### src/design/mhp_pkg.sv
// ----------------------------------------------------------------------------
// Message header parser package
// Shared types and codes for the streaming message header parser.
// ----------------------------------------------------------------------------
package mhp_pkg;

    // Parse phase, one-hot coded.
    typedef enum logic [14:0] {
        PH_MF       = 15'b000000000000001,
        PH_SESSION  = 15'b000000000000010,
        PH_SECF     = 15'b000000000000100,
        PH_COUNTER  = 15'b000000000001000,
        PH_SRC      = 15'b000000000010000,
        PH_DSTNODE  = 15'b000000000100000,
        PH_DSTGROUP = 15'b000000001000000,
        PH_XFLAGS   = 15'b000000010000000,
        PH_OPCODE   = 15'b000000100000000,
        PH_EXCH     = 15'b000001000000000,
        PH_PROTO    = 15'b000010000000000,
        PH_VENDOR   = 15'b000100000000000,
        PH_ACK      = 15'b001000000000000,
        PH_PAYLOAD  = 15'b010000000000000,
        PH_DISCARD  = 15'b100000000000000
    } t_phase;

    // Field kinds carried on each result beat.
    localparam logic [3:0] KIND_MSGFLAGS = 4'd0;
    localparam logic [3:0] KIND_SESSION  = 4'd1;
    localparam logic [3:0] KIND_SECFLAGS = 4'd2;
    localparam logic [3:0] KIND_COUNTER  = 4'd3;
    localparam logic [3:0] KIND_SRC      = 4'd4;
    localparam logic [3:0] KIND_DSTNODE  = 4'd5;
    localparam logic [3:0] KIND_DSTGROUP = 4'd6;
    localparam logic [3:0] KIND_XFLAGS   = 4'd7;
    localparam logic [3:0] KIND_OPCODE   = 4'd8;
    localparam logic [3:0] KIND_EXCH     = 4'd9;
    localparam logic [3:0] KIND_PROTO    = 4'd10;
    localparam logic [3:0] KIND_VENDOR   = 4'd11;
    localparam logic [3:0] KIND_ACKCTR   = 4'd12;
    localparam logic [3:0] KIND_PAYLOAD  = 4'd13;
    localparam logic [3:0] KIND_STATUS   = 4'd14;

    // Frame status codes.
    localparam logic [2:0] ST_OK        = 3'd0;
    localparam logic [2:0] ST_TRUNCATED = 3'd1;
    localparam logic [2:0] ST_DEST_RSVD = 3'd2;
    localparam logic [2:0] ST_MSG_EXT   = 3'd3;
    localparam logic [2:0] ST_SEC_EXT   = 3'd4;

    // Flag bit masks.
    localparam logic [7:0] MF_SRC_MASK    = 8'h04;
    localparam logic [7:0] MF_DEST_BITS   = 8'h03;
    localparam logic [7:0] SF_MSGEXT_MASK = 8'h20;
    localparam logic [7:0] XF_VENDOR_MASK = 8'h10;
    localparam logic [7:0] XF_ACK_MASK    = 8'h02;
    localparam logic [7:0] XF_SECEXT_MASK = 8'h08;

    // Destination size codes.
    localparam logic [1:0] DSIZ_NODE  = 2'd1;
    localparam logic [1:0] DSIZ_GROUP = 2'd2;
    localparam logic [1:0] DSIZ_RSVD  = 2'd3;

    // One result beat.
    typedef struct packed {
        logic [3:0]  kind;
        logic [63:0] value;
        logic [2:0]  code;
        logic        last;
    } t_result;

    // Results caused by one input beat: count is 0, 1 or 2.
    typedef struct packed {
        logic [1:0] count;
        t_result    first;
        t_result    second;
    } t_emit;

endpackage

### src/design/mhp_core.sv
// ----------------------------------------------------------------------------
// Message header parser core
// Holds the parse state and turns each accepted byte into its result beats.
// ----------------------------------------------------------------------------
module mhp_core #(
    parameter int COUNT_BITS = 16
) (
    input  logic                 i_clk,
    input  logic                 i_rst_n,
    input  logic                 i_accept,
    input  logic [7:0]           i_data_byte,
    input  logic                 i_frame_end,
    output mhp_pkg::t_emit       o_emit
);

    mhp_pkg::t_phase        r_phase, n_phase;
    logic [2:0]             r_idx, n_idx;
    logic [63:0]            r_acc, n_acc;
    logic                   r_src, n_src;
    logic [1:0]             r_dsiz, n_dsiz;
    logic                   r_ack, n_ack;
    logic                   r_vendor, n_vendor;
    logic [2:0]             r_pend, n_pend;
    logic [COUNT_BITS-1:0]  r_count, n_count;

    logic [3:0]             coll_len;
    logic [63:0]            collected;
    logic                   coll_done;
    logic                   fld_vld;
    mhp_pkg::t_result       fld;
    mhp_pkg::t_result       stat;
    mhp_pkg::t_phase        dest_next;
    mhp_pkg::t_phase        msg_end_next;
    mhp_pkg::t_phase        proto_end_next;
    mhp_pkg::t_phase        after_vendor_next;

    // Length in bytes of the multi-byte field being collected.
    always_comb begin
        case (r_phase)
            mhp_pkg::PH_SESSION:  coll_len = 4'd2;
            mhp_pkg::PH_COUNTER:  coll_len = 4'd4;
            mhp_pkg::PH_SRC:      coll_len = 4'd8;
            mhp_pkg::PH_DSTNODE:  coll_len = 4'd8;
            mhp_pkg::PH_DSTGROUP: coll_len = 4'd2;
            mhp_pkg::PH_EXCH:     coll_len = 4'd2;
            mhp_pkg::PH_PROTO:    coll_len = 4'd2;
            mhp_pkg::PH_VENDOR:   coll_len = 4'd2;
            mhp_pkg::PH_ACK:      coll_len = 4'd4;
            default:              coll_len = 4'd1;
        endcase
    end

    // Little-endian assembly of the current field.
    assign collected = r_acc | ({56'd0, i_data_byte} << {r_idx, 3'b000});
    assign coll_done = ({1'b0, r_idx} + 4'd1) >= coll_len;

    // Phase chosen at the ends of the header sections.
    assign msg_end_next   = (r_pend != 3'd0) ? mhp_pkg::PH_DISCARD : mhp_pkg::PH_XFLAGS;
    assign proto_end_next = (r_pend != 3'd0) ? mhp_pkg::PH_DISCARD : mhp_pkg::PH_PAYLOAD;
    assign after_vendor_next = r_ack ? mhp_pkg::PH_ACK : proto_end_next;

    always_comb begin
        if (r_dsiz == mhp_pkg::DSIZ_NODE) begin
            dest_next = mhp_pkg::PH_DSTNODE;
        end else if (r_dsiz == mhp_pkg::DSIZ_GROUP) begin
            dest_next = mhp_pkg::PH_DSTGROUP;
        end else begin
            dest_next = msg_end_next;
        end
    end

    // Saturating count of bytes in the frame, this byte included.
    assign n_count = (r_count != {COUNT_BITS{1'b1}}) ? r_count + 1'b1 : r_count;

    // Parse step for one byte.
    always_comb begin
        n_phase  = r_phase;
        n_idx    = r_idx;
        n_acc    = r_acc;
        n_src    = r_src;
        n_dsiz   = r_dsiz;
        n_ack    = r_ack;
        n_vendor = r_vendor;
        n_pend   = r_pend;
        fld_vld  = 1'b0;
        fld.kind  = mhp_pkg::KIND_PAYLOAD;
        fld.value = {56'd0, i_data_byte};
        fld.code  = mhp_pkg::ST_OK;
        fld.last  = 1'b0;

        case (r_phase)
            mhp_pkg::PH_MF: begin
                fld_vld  = 1'b1;
                fld.kind = mhp_pkg::KIND_MSGFLAGS;
                n_src    = (i_data_byte & mhp_pkg::MF_SRC_MASK) != 8'd0;
                n_dsiz   = i_data_byte[1:0] & mhp_pkg::MF_DEST_BITS[1:0];
                if (n_dsiz == mhp_pkg::DSIZ_RSVD) begin
                    n_pend  = mhp_pkg::ST_DEST_RSVD;
                    n_phase = mhp_pkg::PH_DISCARD;
                end else begin
                    n_phase = mhp_pkg::PH_SESSION;
                end
            end
            mhp_pkg::PH_SECF: begin
                fld_vld  = 1'b1;
                fld.kind = mhp_pkg::KIND_SECFLAGS;
                if ((i_data_byte & mhp_pkg::SF_MSGEXT_MASK) != 8'd0) begin
                    n_pend = mhp_pkg::ST_MSG_EXT;
                end
                n_phase = mhp_pkg::PH_COUNTER;
            end
            mhp_pkg::PH_XFLAGS: begin
                fld_vld  = 1'b1;
                fld.kind = mhp_pkg::KIND_XFLAGS;
                n_vendor = (i_data_byte & mhp_pkg::XF_VENDOR_MASK) != 8'd0;
                n_ack    = (i_data_byte & mhp_pkg::XF_ACK_MASK) != 8'd0;
                if ((i_data_byte & mhp_pkg::XF_SECEXT_MASK) != 8'd0) begin
                    n_pend = mhp_pkg::ST_SEC_EXT;
                end
                n_phase = mhp_pkg::PH_OPCODE;
            end
            mhp_pkg::PH_OPCODE: begin
                fld_vld  = 1'b1;
                fld.kind = mhp_pkg::KIND_OPCODE;
                n_phase  = mhp_pkg::PH_EXCH;
            end
            mhp_pkg::PH_PAYLOAD: begin
                fld_vld  = 1'b1;
                fld.kind = mhp_pkg::KIND_PAYLOAD;
            end
            mhp_pkg::PH_SESSION, mhp_pkg::PH_COUNTER, mhp_pkg::PH_SRC,
            mhp_pkg::PH_DSTNODE, mhp_pkg::PH_DSTGROUP, mhp_pkg::PH_EXCH,
            mhp_pkg::PH_PROTO, mhp_pkg::PH_VENDOR, mhp_pkg::PH_ACK: begin
                fld.value = collected;
                if (coll_done) begin
                    fld_vld = 1'b1;
                    n_acc   = 64'd0;
                    n_idx   = 3'd0;
                    case (r_phase)
                        mhp_pkg::PH_SESSION: begin
                            fld.kind = mhp_pkg::KIND_SESSION;
                            n_phase  = mhp_pkg::PH_SECF;
                        end
                        mhp_pkg::PH_COUNTER: begin
                            fld.kind = mhp_pkg::KIND_COUNTER;
                            n_phase  = r_src ? mhp_pkg::PH_SRC : dest_next;
                        end
                        mhp_pkg::PH_SRC: begin
                            fld.kind = mhp_pkg::KIND_SRC;
                            n_phase  = dest_next;
                        end
                        mhp_pkg::PH_DSTNODE: begin
                            fld.kind = mhp_pkg::KIND_DSTNODE;
                            n_phase  = msg_end_next;
                        end
                        mhp_pkg::PH_DSTGROUP: begin
                            fld.kind = mhp_pkg::KIND_DSTGROUP;
                            n_phase  = msg_end_next;
                        end
                        mhp_pkg::PH_EXCH: begin
                            fld.kind = mhp_pkg::KIND_EXCH;
                            n_phase  = mhp_pkg::PH_PROTO;
                        end
                        mhp_pkg::PH_PROTO: begin
                            fld.kind = mhp_pkg::KIND_PROTO;
                            n_phase  = r_vendor ? mhp_pkg::PH_VENDOR : after_vendor_next;
                        end
                        mhp_pkg::PH_VENDOR: begin
                            fld.kind = mhp_pkg::KIND_VENDOR;
                            n_phase  = after_vendor_next;
                        end
                        default: begin
                            fld.kind = mhp_pkg::KIND_ACKCTR;
                            n_phase  = proto_end_next;
                        end
                    endcase
                end else begin
                    n_acc = collected;
                    n_idx = r_idx + 3'd1;
                end
            end
            default: begin
                // Discard, and any code with no meaning, swallows the byte.
                fld_vld = 1'b0;
            end
        endcase
    end

    // Status beat closing the frame.
    always_comb begin
        stat.kind  = mhp_pkg::KIND_STATUS;
        stat.value = {{(64-COUNT_BITS){1'b0}}, n_count};
        stat.last  = 1'b1;
        if (n_phase == mhp_pkg::PH_PAYLOAD) begin
            stat.code = mhp_pkg::ST_OK;
        end else if (n_pend != 3'd0) begin
            stat.code = n_pend;
        end else begin
            stat.code = mhp_pkg::ST_TRUNCATED;
        end
    end

    // Pack the field beat first, then the status beat.
    always_comb begin
        if (fld_vld) begin
            o_emit.first  = fld;
            o_emit.second = stat;
            o_emit.count  = i_frame_end ? 2'd2 : 2'd1;
        end else begin
            o_emit.first  = stat;
            o_emit.second = stat;
            o_emit.count  = i_frame_end ? 2'd1 : 2'd0;
        end
    end

    // State registers; the frame end returns everything to its reset value.
    always_ff @(posedge i_clk) begin
        if (!i_rst_n || (i_accept && i_frame_end)) begin
            r_phase  <= mhp_pkg::PH_MF;
            r_idx    <= 3'd0;
            r_acc    <= 64'd0;
            r_src    <= 1'b0;
            r_dsiz   <= 2'd0;
            r_ack    <= 1'b0;
            r_vendor <= 1'b0;
            r_pend   <= 3'd0;
            r_count  <= '0;
        end else if (i_accept) begin
            r_phase  <= n_phase;
            r_idx    <= n_idx;
            r_acc    <= n_acc;
            r_src    <= n_src;
            r_dsiz   <= n_dsiz;
            r_ack    <= n_ack;
            r_vendor <= n_vendor;
            r_pend   <= n_pend;
            r_count  <= n_count;
        end
    end

endmodule

### src/design/matter_header_parser_top.sv
// ----------------------------------------------------------------------------
// Matter message header parser, top level
// A result beat is registered in the queue before it is offered.
// Throughput: one byte per cycle while ready is high; a frame-end byte that also
// completes a field yields two beats, drained one per cycle while the receiver is
// ready, from a four-beat queue. Ready drops only while the queue cannot take two more beats.
// Reset (synchronous, active low) empties the queue and returns the parser
// to the start of a frame.
// ----------------------------------------------------------------------------
module matter_header_parser_top #(
    parameter int COUNT_BITS = 16
) (
    input  logic        i_clk,
    input  logic        i_rst_n,
    input  logic        i_valid,
    output logic        o_ready,
    input  logic [7:0]  i_data_byte,
    input  logic        i_frame_end,
    output logic        o_valid,
    input  logic        i_ready,
    output logic [3:0]  o_field_kind,
    output logic [63:0] o_field_value,
    output logic [2:0]  o_status_code,
    output logic        o_last
);

    mhp_pkg::t_emit   emit;
    mhp_pkg::t_result r_queue [4];
    logic [1:0]       r_wr_ptr, n_wr_ptr;
    logic [1:0]       r_rd_ptr, n_rd_ptr;
    logic [2:0]       r_fill, n_fill;
    logic [1:0]       push_cnt;
    logic             accept;
    logic             pop;
    mhp_pkg::t_result head;

    assign o_ready = r_fill <= 3'd2;
    assign accept  = i_valid && o_ready;
    assign o_valid = r_fill != 3'd0;
    assign pop     = o_valid && i_ready;

    mhp_core #(
        .COUNT_BITS (COUNT_BITS)
    ) u_core (
        .i_clk       (i_clk),
        .i_rst_n     (i_rst_n),
        .i_accept    (accept),
        .i_data_byte (i_data_byte),
        .i_frame_end (i_frame_end),
        .o_emit      (emit)
    );

    // Queue pointer and fill arithmetic.
    assign push_cnt = accept ? emit.count : 2'd0;
    assign n_wr_ptr = r_wr_ptr + push_cnt;
    assign n_rd_ptr = r_rd_ptr + {1'b0, pop};
    assign n_fill   = r_fill + {1'b0, push_cnt} - {2'b00, pop};

    always_ff @(posedge i_clk) begin
        if (!i_rst_n) begin
            r_wr_ptr <= 2'd0;
            r_rd_ptr <= 2'd0;
            r_fill   <= 3'd0;
        end else begin
            r_wr_ptr <= n_wr_ptr;
            r_rd_ptr <= n_rd_ptr;
            r_fill   <= n_fill;
        end
    end

    // Result storage; up to two beats written per cycle.
    always_ff @(posedge i_clk) begin
        if (push_cnt != 2'd0) begin
            r_queue[r_wr_ptr] <= emit.first;
        end
        if (push_cnt == 2'd2) begin
            r_queue[r_wr_ptr + 2'd1] <= emit.second;
        end
    end

    // Head of the queue drives the output beat.
    assign head          = r_queue[r_rd_ptr];
    assign o_field_kind  = head.kind;
    assign o_field_value = head.value;
    assign o_status_code = head.code;
    assign o_last        = head.last;

endmodule

### config.mk
export PLATFORM = sky130hd
export DESIGN_NAME = matter_header_parser_top
export DESIGN_NICKNAME = d
export VERILOG_FILES = /design/src/design/mhp_pkg.sv /design/src/design/mhp_core.sv /design/src/design/matter_header_parser_top.sv
export SDC_FILE = /design/constraint.sdc
export NUM_CORES = 1
export LEC_CHECK = 0
export ABC_CLOCK_PERIOD_IN_PS = 10300
export BUFFER_PORTS_ARGS = -buffer_cell sky130_fd_sc_hd__buf_2
export CAP_MARGIN = 5
export CELL_PAD_IN_SITES_DETAIL_PLACEMENT = 0
export CELL_PAD_IN_SITES_GLOBAL_PLACEMENT = 1
export CORE_ASPECT_RATIO = 2
export CORE_UTILIZATION = 52
export DETAILED_ROUTE_END_ITERATION = 6
export PLACE_DENSITY = 0.79
export SKIP_LAST_GASP = 1
export SYNTH_ARGS = -nofsm -noshare
export SYNTH_HDL_FRONTEND = slang
export SYNTH_HIERARCHICAL = 1
export SYNTH_SLANG_ARGS = --single-unit
### constraint.sdc
create_clock -name i_clk -period 10.3 [get_ports i_clk]
set_input_delay 1.03 -clock i_clk [delete_from_list [all_inputs] [get_ports i_clk]]
set_output_delay 1.03 -clock i_clk [all_outputs]
set_load 0.1 [all_outputs]
Yosys cells after proc, flatten, opt, wreduce, memory -nomap -nowiden --
Memories as Yosys holds them, arrays and structs flattened. A register that Yosys moved wholly into a read port is not among the register bits. Index checks and enable logic that the tools add are counted.
Storage, ports and cells: logic and storage cells 99, output and inout port bits 74, memories kept 1, input bits 13, memory bits (writable) 288, register bits 113
Operators by class: order comparisons 2, $add $sub $neg 8, bitwise operators 1, mux-type cells 36, equality and inequality tests 20, shift operators 1, reduce and logical (&&, ||, !) cells 18
Memories:
- r_queue | depth 4, width 72, rd ports 1, clocked after Yosys merged registers in 1, wr ports 2, line matter_header_parser_top.sv:28 | mhp_pkg::t_result r_queue [4];
Operators with widths (number):
- $mux 146 | 1
- $mux 15 | 9
- $mux 64 | 2
- $pmux 15 s7 | 1
- $pmux 15 s5 | 1
- $or 64x64->64 | 1
- $shl 8x6->64 | 1
- $pmux 4 s8 | 1
- $eq 15x14->1 const B | 2
- $pmux 4 s5 | 1
- $mux 3 | 6
- $add 16x1->16 const B | 1
- $mux 16 | 1
- $ne 16x16->1 const B | 1
- $eq 15x1->1 const B | 1
- $eq 15x10->1 const B | 1
- $eq 15x11->1 const B | 1
- $eq 15x12->1 const B | 1
- $eq 15x13->1 const B | 1
- $eq 15x2->1 const B | 1
- $eq 15x3->1 const B | 1
- $eq 15x4->1 const B | 1
- $eq 15x5->1 const B | 1
- $eq 15x6->1 const B | 1
- other kinds (29) | 47

Longest topological paths before layout --
word-level depth 15, depth in mapped cells 24, depth with buffers taken out 22

By module --
The synthesis kept the hierarchy.
Modules (own cells, without submodules):
- matter_header_parser_top | times used 1, cells each 752, area each 14564.0 um2, sequential area each 8788.4 um2
- mhp_core | times used 1, cells each 829, area each 6077.1 um2, sequential area each 2122.0 um2

Worst setup path after synthesis --
OpenSTA, ideal clock, no wires.
path type flip-flop to flip-flop, start register u_core.r_phase[6], end memory r_queue[1][0] (netlist bit), enable pin, setup time 0.610 ns, period minus slack after synthesis 9.404 ns, slack 0.896 ns, data arrival time 8.794 ns, required time 9.690 ns, stages on the path, launching flop included 18, path buffers 2, cell sequence dfxtp_1 > buf_6 > nor4_4 > nand4_1 > or2_1 > nand3_1 > inv_2 > ha_1 > nand2b_1 > a21o_1 > a211oi_1 > a311o_1 > and3_1 > inv_2 > buf_2 > ha_1 > nand2_1 > a211oi_1
RTL lines:
- from (decl) | line mhp_core.sv:16 | mhp_pkg::t_phase r_phase, n_phase;
- from (signal assigned) | line mhp_core.sv:219 | r_phase <= mhp_pkg::PH_MF;
- from (signal assigned) | line mhp_core.sv:229 | r_phase <= n_phase;
- to (decl) | line matter_header_parser_top.sv:28

==> impl_results.md <==
- CTS Sinks: 401
- Seq/Total Area, Yosys: 52.9%
- Post-synthesis register bit count: 401
- Delay-heaviest family, CP: simple AND/OR/NAND/NOR gates
- Post-Syn Area: 0.0206 mm²
- Hold wc startpoint: u_core/r_acc[60]
- Seq pwr share: 36.4%
- Layout cells sized above 1: around a third
- Post-synth ARST share: 0%
- Residual DRC count: 0
- Crit Path Max Fanout: 27
- Vias in the first global route: 13454
- Area contributors post-synth: edfxtp_1, mux2_2, dfxtp_1
- Post-CTS Hold Buffers: 0
- Ys Warns: 6
- Syn Area/Cell: 13.1 µm²
- Switch share: 42.5%
- Setup TNS: 0 ns
- Worst VDD drop: ~240 µV
- Most frequent cell after synthesis: edfxtp_1
- Leakage power total: 8.30 nW
- # IOs: 87
- Via Count: 12904
- Clock root buffer: clkbuf_16
- Clk_lat worst skew: 0.55 ns
- Crit path launch type: flop
- N_diodes: 0
- # setup viols final: 0
- Max stage delay on crit path: 0.80 ns
- CP Buf/Inv Count: 3
- Status: finished, final reports clean
- GR Util All Layers: 26.6%
- Pre-Repair DR Iteration Count: 5
- Synth top cells by count: edfxtp_1, mux2_2, nor2_1
- Synth-to-layout area growth: 8.24%
- Skew final: 0.0234 ns
- Fin nets: 1634
- Total CTS buffers: 37
- Worst EP arrival: 7.70 ns
- Crit-path cells: nor3_1 -> nand2_1 -> or2_1 -> nand3_1 -> inv_2 -> ha_1 -> nand2b_1 -> a21o_1 -> a211oi_1 -> a311o_2 -> and3_1 -> inv_2 -> ha_1 -> nor2b_1 -> nand2_1 -> a21oi_4 -> buf_4
- Fmax: approximately 0.13 GHz
- Internal: 3.27 mW
- Layout Cells excl Fill: 2156
- # rows: 102
- Routed wire length: 52000 µm
- EDFF count, synth: 288
- Final critical-path setup slack: 2.78 ns
- Dpl cells: about 2100
- Leading area contributor after synthesis: edfxtp_1
- Pin count of the biggest net entering global routing: 73
- Chip width: 143 µm
- RD Place Congestion: between 0.8 and 0.9
- Worst Path Required: 10.48 ns
- Die height: approximately 280 µm
- Post-synth top area share: between 40% and 50%
- Critical path's slowest cell: a21oi_4
- Initial antenna violation count: 1
- Element type at the critical path end: flop
- Hold Vio Cnt, Final: 0
- Setup crit start: u_core/r_phase[13]
- Final min period: 7.52 ns
- Setup bufs post-CTS: 0
- Power share of the combinational group: 39.1%
- CTS tree: done
- Drt via density: approximately 6
- Fill cell count: between 3000 and 4000
- Die footprint: 0.0405 mm²
- First-pass GRT wire length: 79700 µm
- WL/cell: 24.1 µm
- Distinct cell type count after synthesis: 68
- Switching power: 2.42 mW
- P per Cell Area: 254 mW/mm²
- Max cap viols: 0
- Total power: 5.68 mW
- Starting Density: 53.0%
- Crit Path Class: reg2reg
- Worst min-delay path category: reg2reg
- Rel. slew slack: 14.0%
- Antenna Nets Post-Route: 0
- RSZ-0062 raised after global routing: no
- R2r startpoint: u_core/r_phase[13]
- Hpwl dp: 32200 µm
- CTS Buffer Depth: 3
- Resized Gates After CTS: 0
- Core area: slightly below 0.04 mm²
- Worst slew pin tran: around 1.3 ns
- Clock share of power: 24.4%
- IO Port Bufs: 86
- CTS H-Tree Depth: 2
- Grt total ovfl: 0
- Initial drt markers: 898
- CTS clk-pin slew, worst paths: 0.07 ns
- Final Slew Violations: 0
- DP Worst Slack: 2.91 ns
- Period utilisation layout: approximately 73%
- Most used DFF post-synth: edfxtp_1
- Syn Inst Count: between 1500 and 2000
==> power by group through the flow <==
stage / Combinational [mW] / Clock (mW) / Sequential, mW
3_5_place_dp: 2.24 / 0 / 2.11
4_1_cts: 2.25 / 1.41 / 2.08
6_report: 2.22 / 1.39 / 2.07
2_1_floorplan: 1.89 / 0 / 2.06
3_3_place_gp: 2.23 / 0 / 2.10
5_1_grt: 2.32 / 1.47 / 2.09
==> layer usage <==
metal,up-vias,routed length (µm),global-route usage [%]
li1,5922,-,-
met4,2,1990,11.0
met5,-,8,0
met2,306,29300,51.6
met1,6563,18700,28.4
met3,111,2030,2.89
==> path summary, 6_finish.rpt <==
path | end | slack [ns] | cells after the start
hold / removal | u_core/r_acc[60] | 0.47 | 2
setup / recovery | r_queue[0][40] | 2.78 | 17
hold reg to reg | u_core/r_acc[60] | 0.47 | 2
setup reg to reg | r_queue[0][40] | 2.78 | 17
==> cell usage in the layout, fill, tap and decap left out, types with 53 or more instances in the layout <==
cell	instances
edfxtp_1	288
mux2_2	263
nor2_1	182
dfxtp_1	111
buf_2	86
a21oi_1	85
mux4_2	72
a31oi_1	69
nand2_1	55
conb_1	53
==> layout make-up <==
cell class / count / area, µm² / share of cell area (%)
Multi-Input combinational cell: 1044 / 8850 / 39.6
Inverter: 15 / 56.3 / 0.252
Timing Repair Buffer: 109 / 666 / 2.98
Clock inverter: 20 / 185 / 0.829
Clock buffer: 47 / 1010 / 4.54
Sequential cell: 401 / 10900 / 48.9
Tap cell: 520 / 651 / 2.91
==> worst reg2reg max path: cells and delay by family, from the launching register on <==
family                   cells  cell delay [ns]
AO/OA/AOI/OAI                4             1.57
flip-flops                   1             0.37
AND/OR/NAND/NOR              8             3.42
buffers and inverters        3             1.04
adder cells (fa/ha/maj)      2             0.73
==> metrics by stage <==
step,area (µm²),util [%],hold WS (ns)
2_1_floorplan,20800,-,0.437
3_3_place_gp,21100,54.3,0.446
3_5_place_dp,21100,54.3,0.454
4_1_cts,22300,57.4,0.469
5_1_grt,22300,57.4,0.492
6_report,22300,57.4,0.469
==> cell families after synthesis <==
family / Yosys count / synth area share [%]
compound gates: 217 / 6.40
xor+xnor: 30 / 1.27
fa+ha+maj: 13 / 0.824
buf+inv: 187 / 5.59
flops: 401 / 52.9
mux: 368 / 24.5
other cells: 2 / 0.0364
simple gates: 363 / 8.57
==> flip-flops by register name, summed over array words and instances, names as in the netlist <==
name and cells:
r_fill 3, r_queue 288, r_rd_ptr 2, r_wr_ptr 2
u_core/r_acc 64, u_core/r_ack 1, u_core/r_count 16, u_core/r_dsiz 2
u_core/r_idx 3, u_core/r_pend 3, u_core/r_phase 15, u_core/r_src 1
u_core/r_vendor 1
Power figures use the tool's default switching activity.
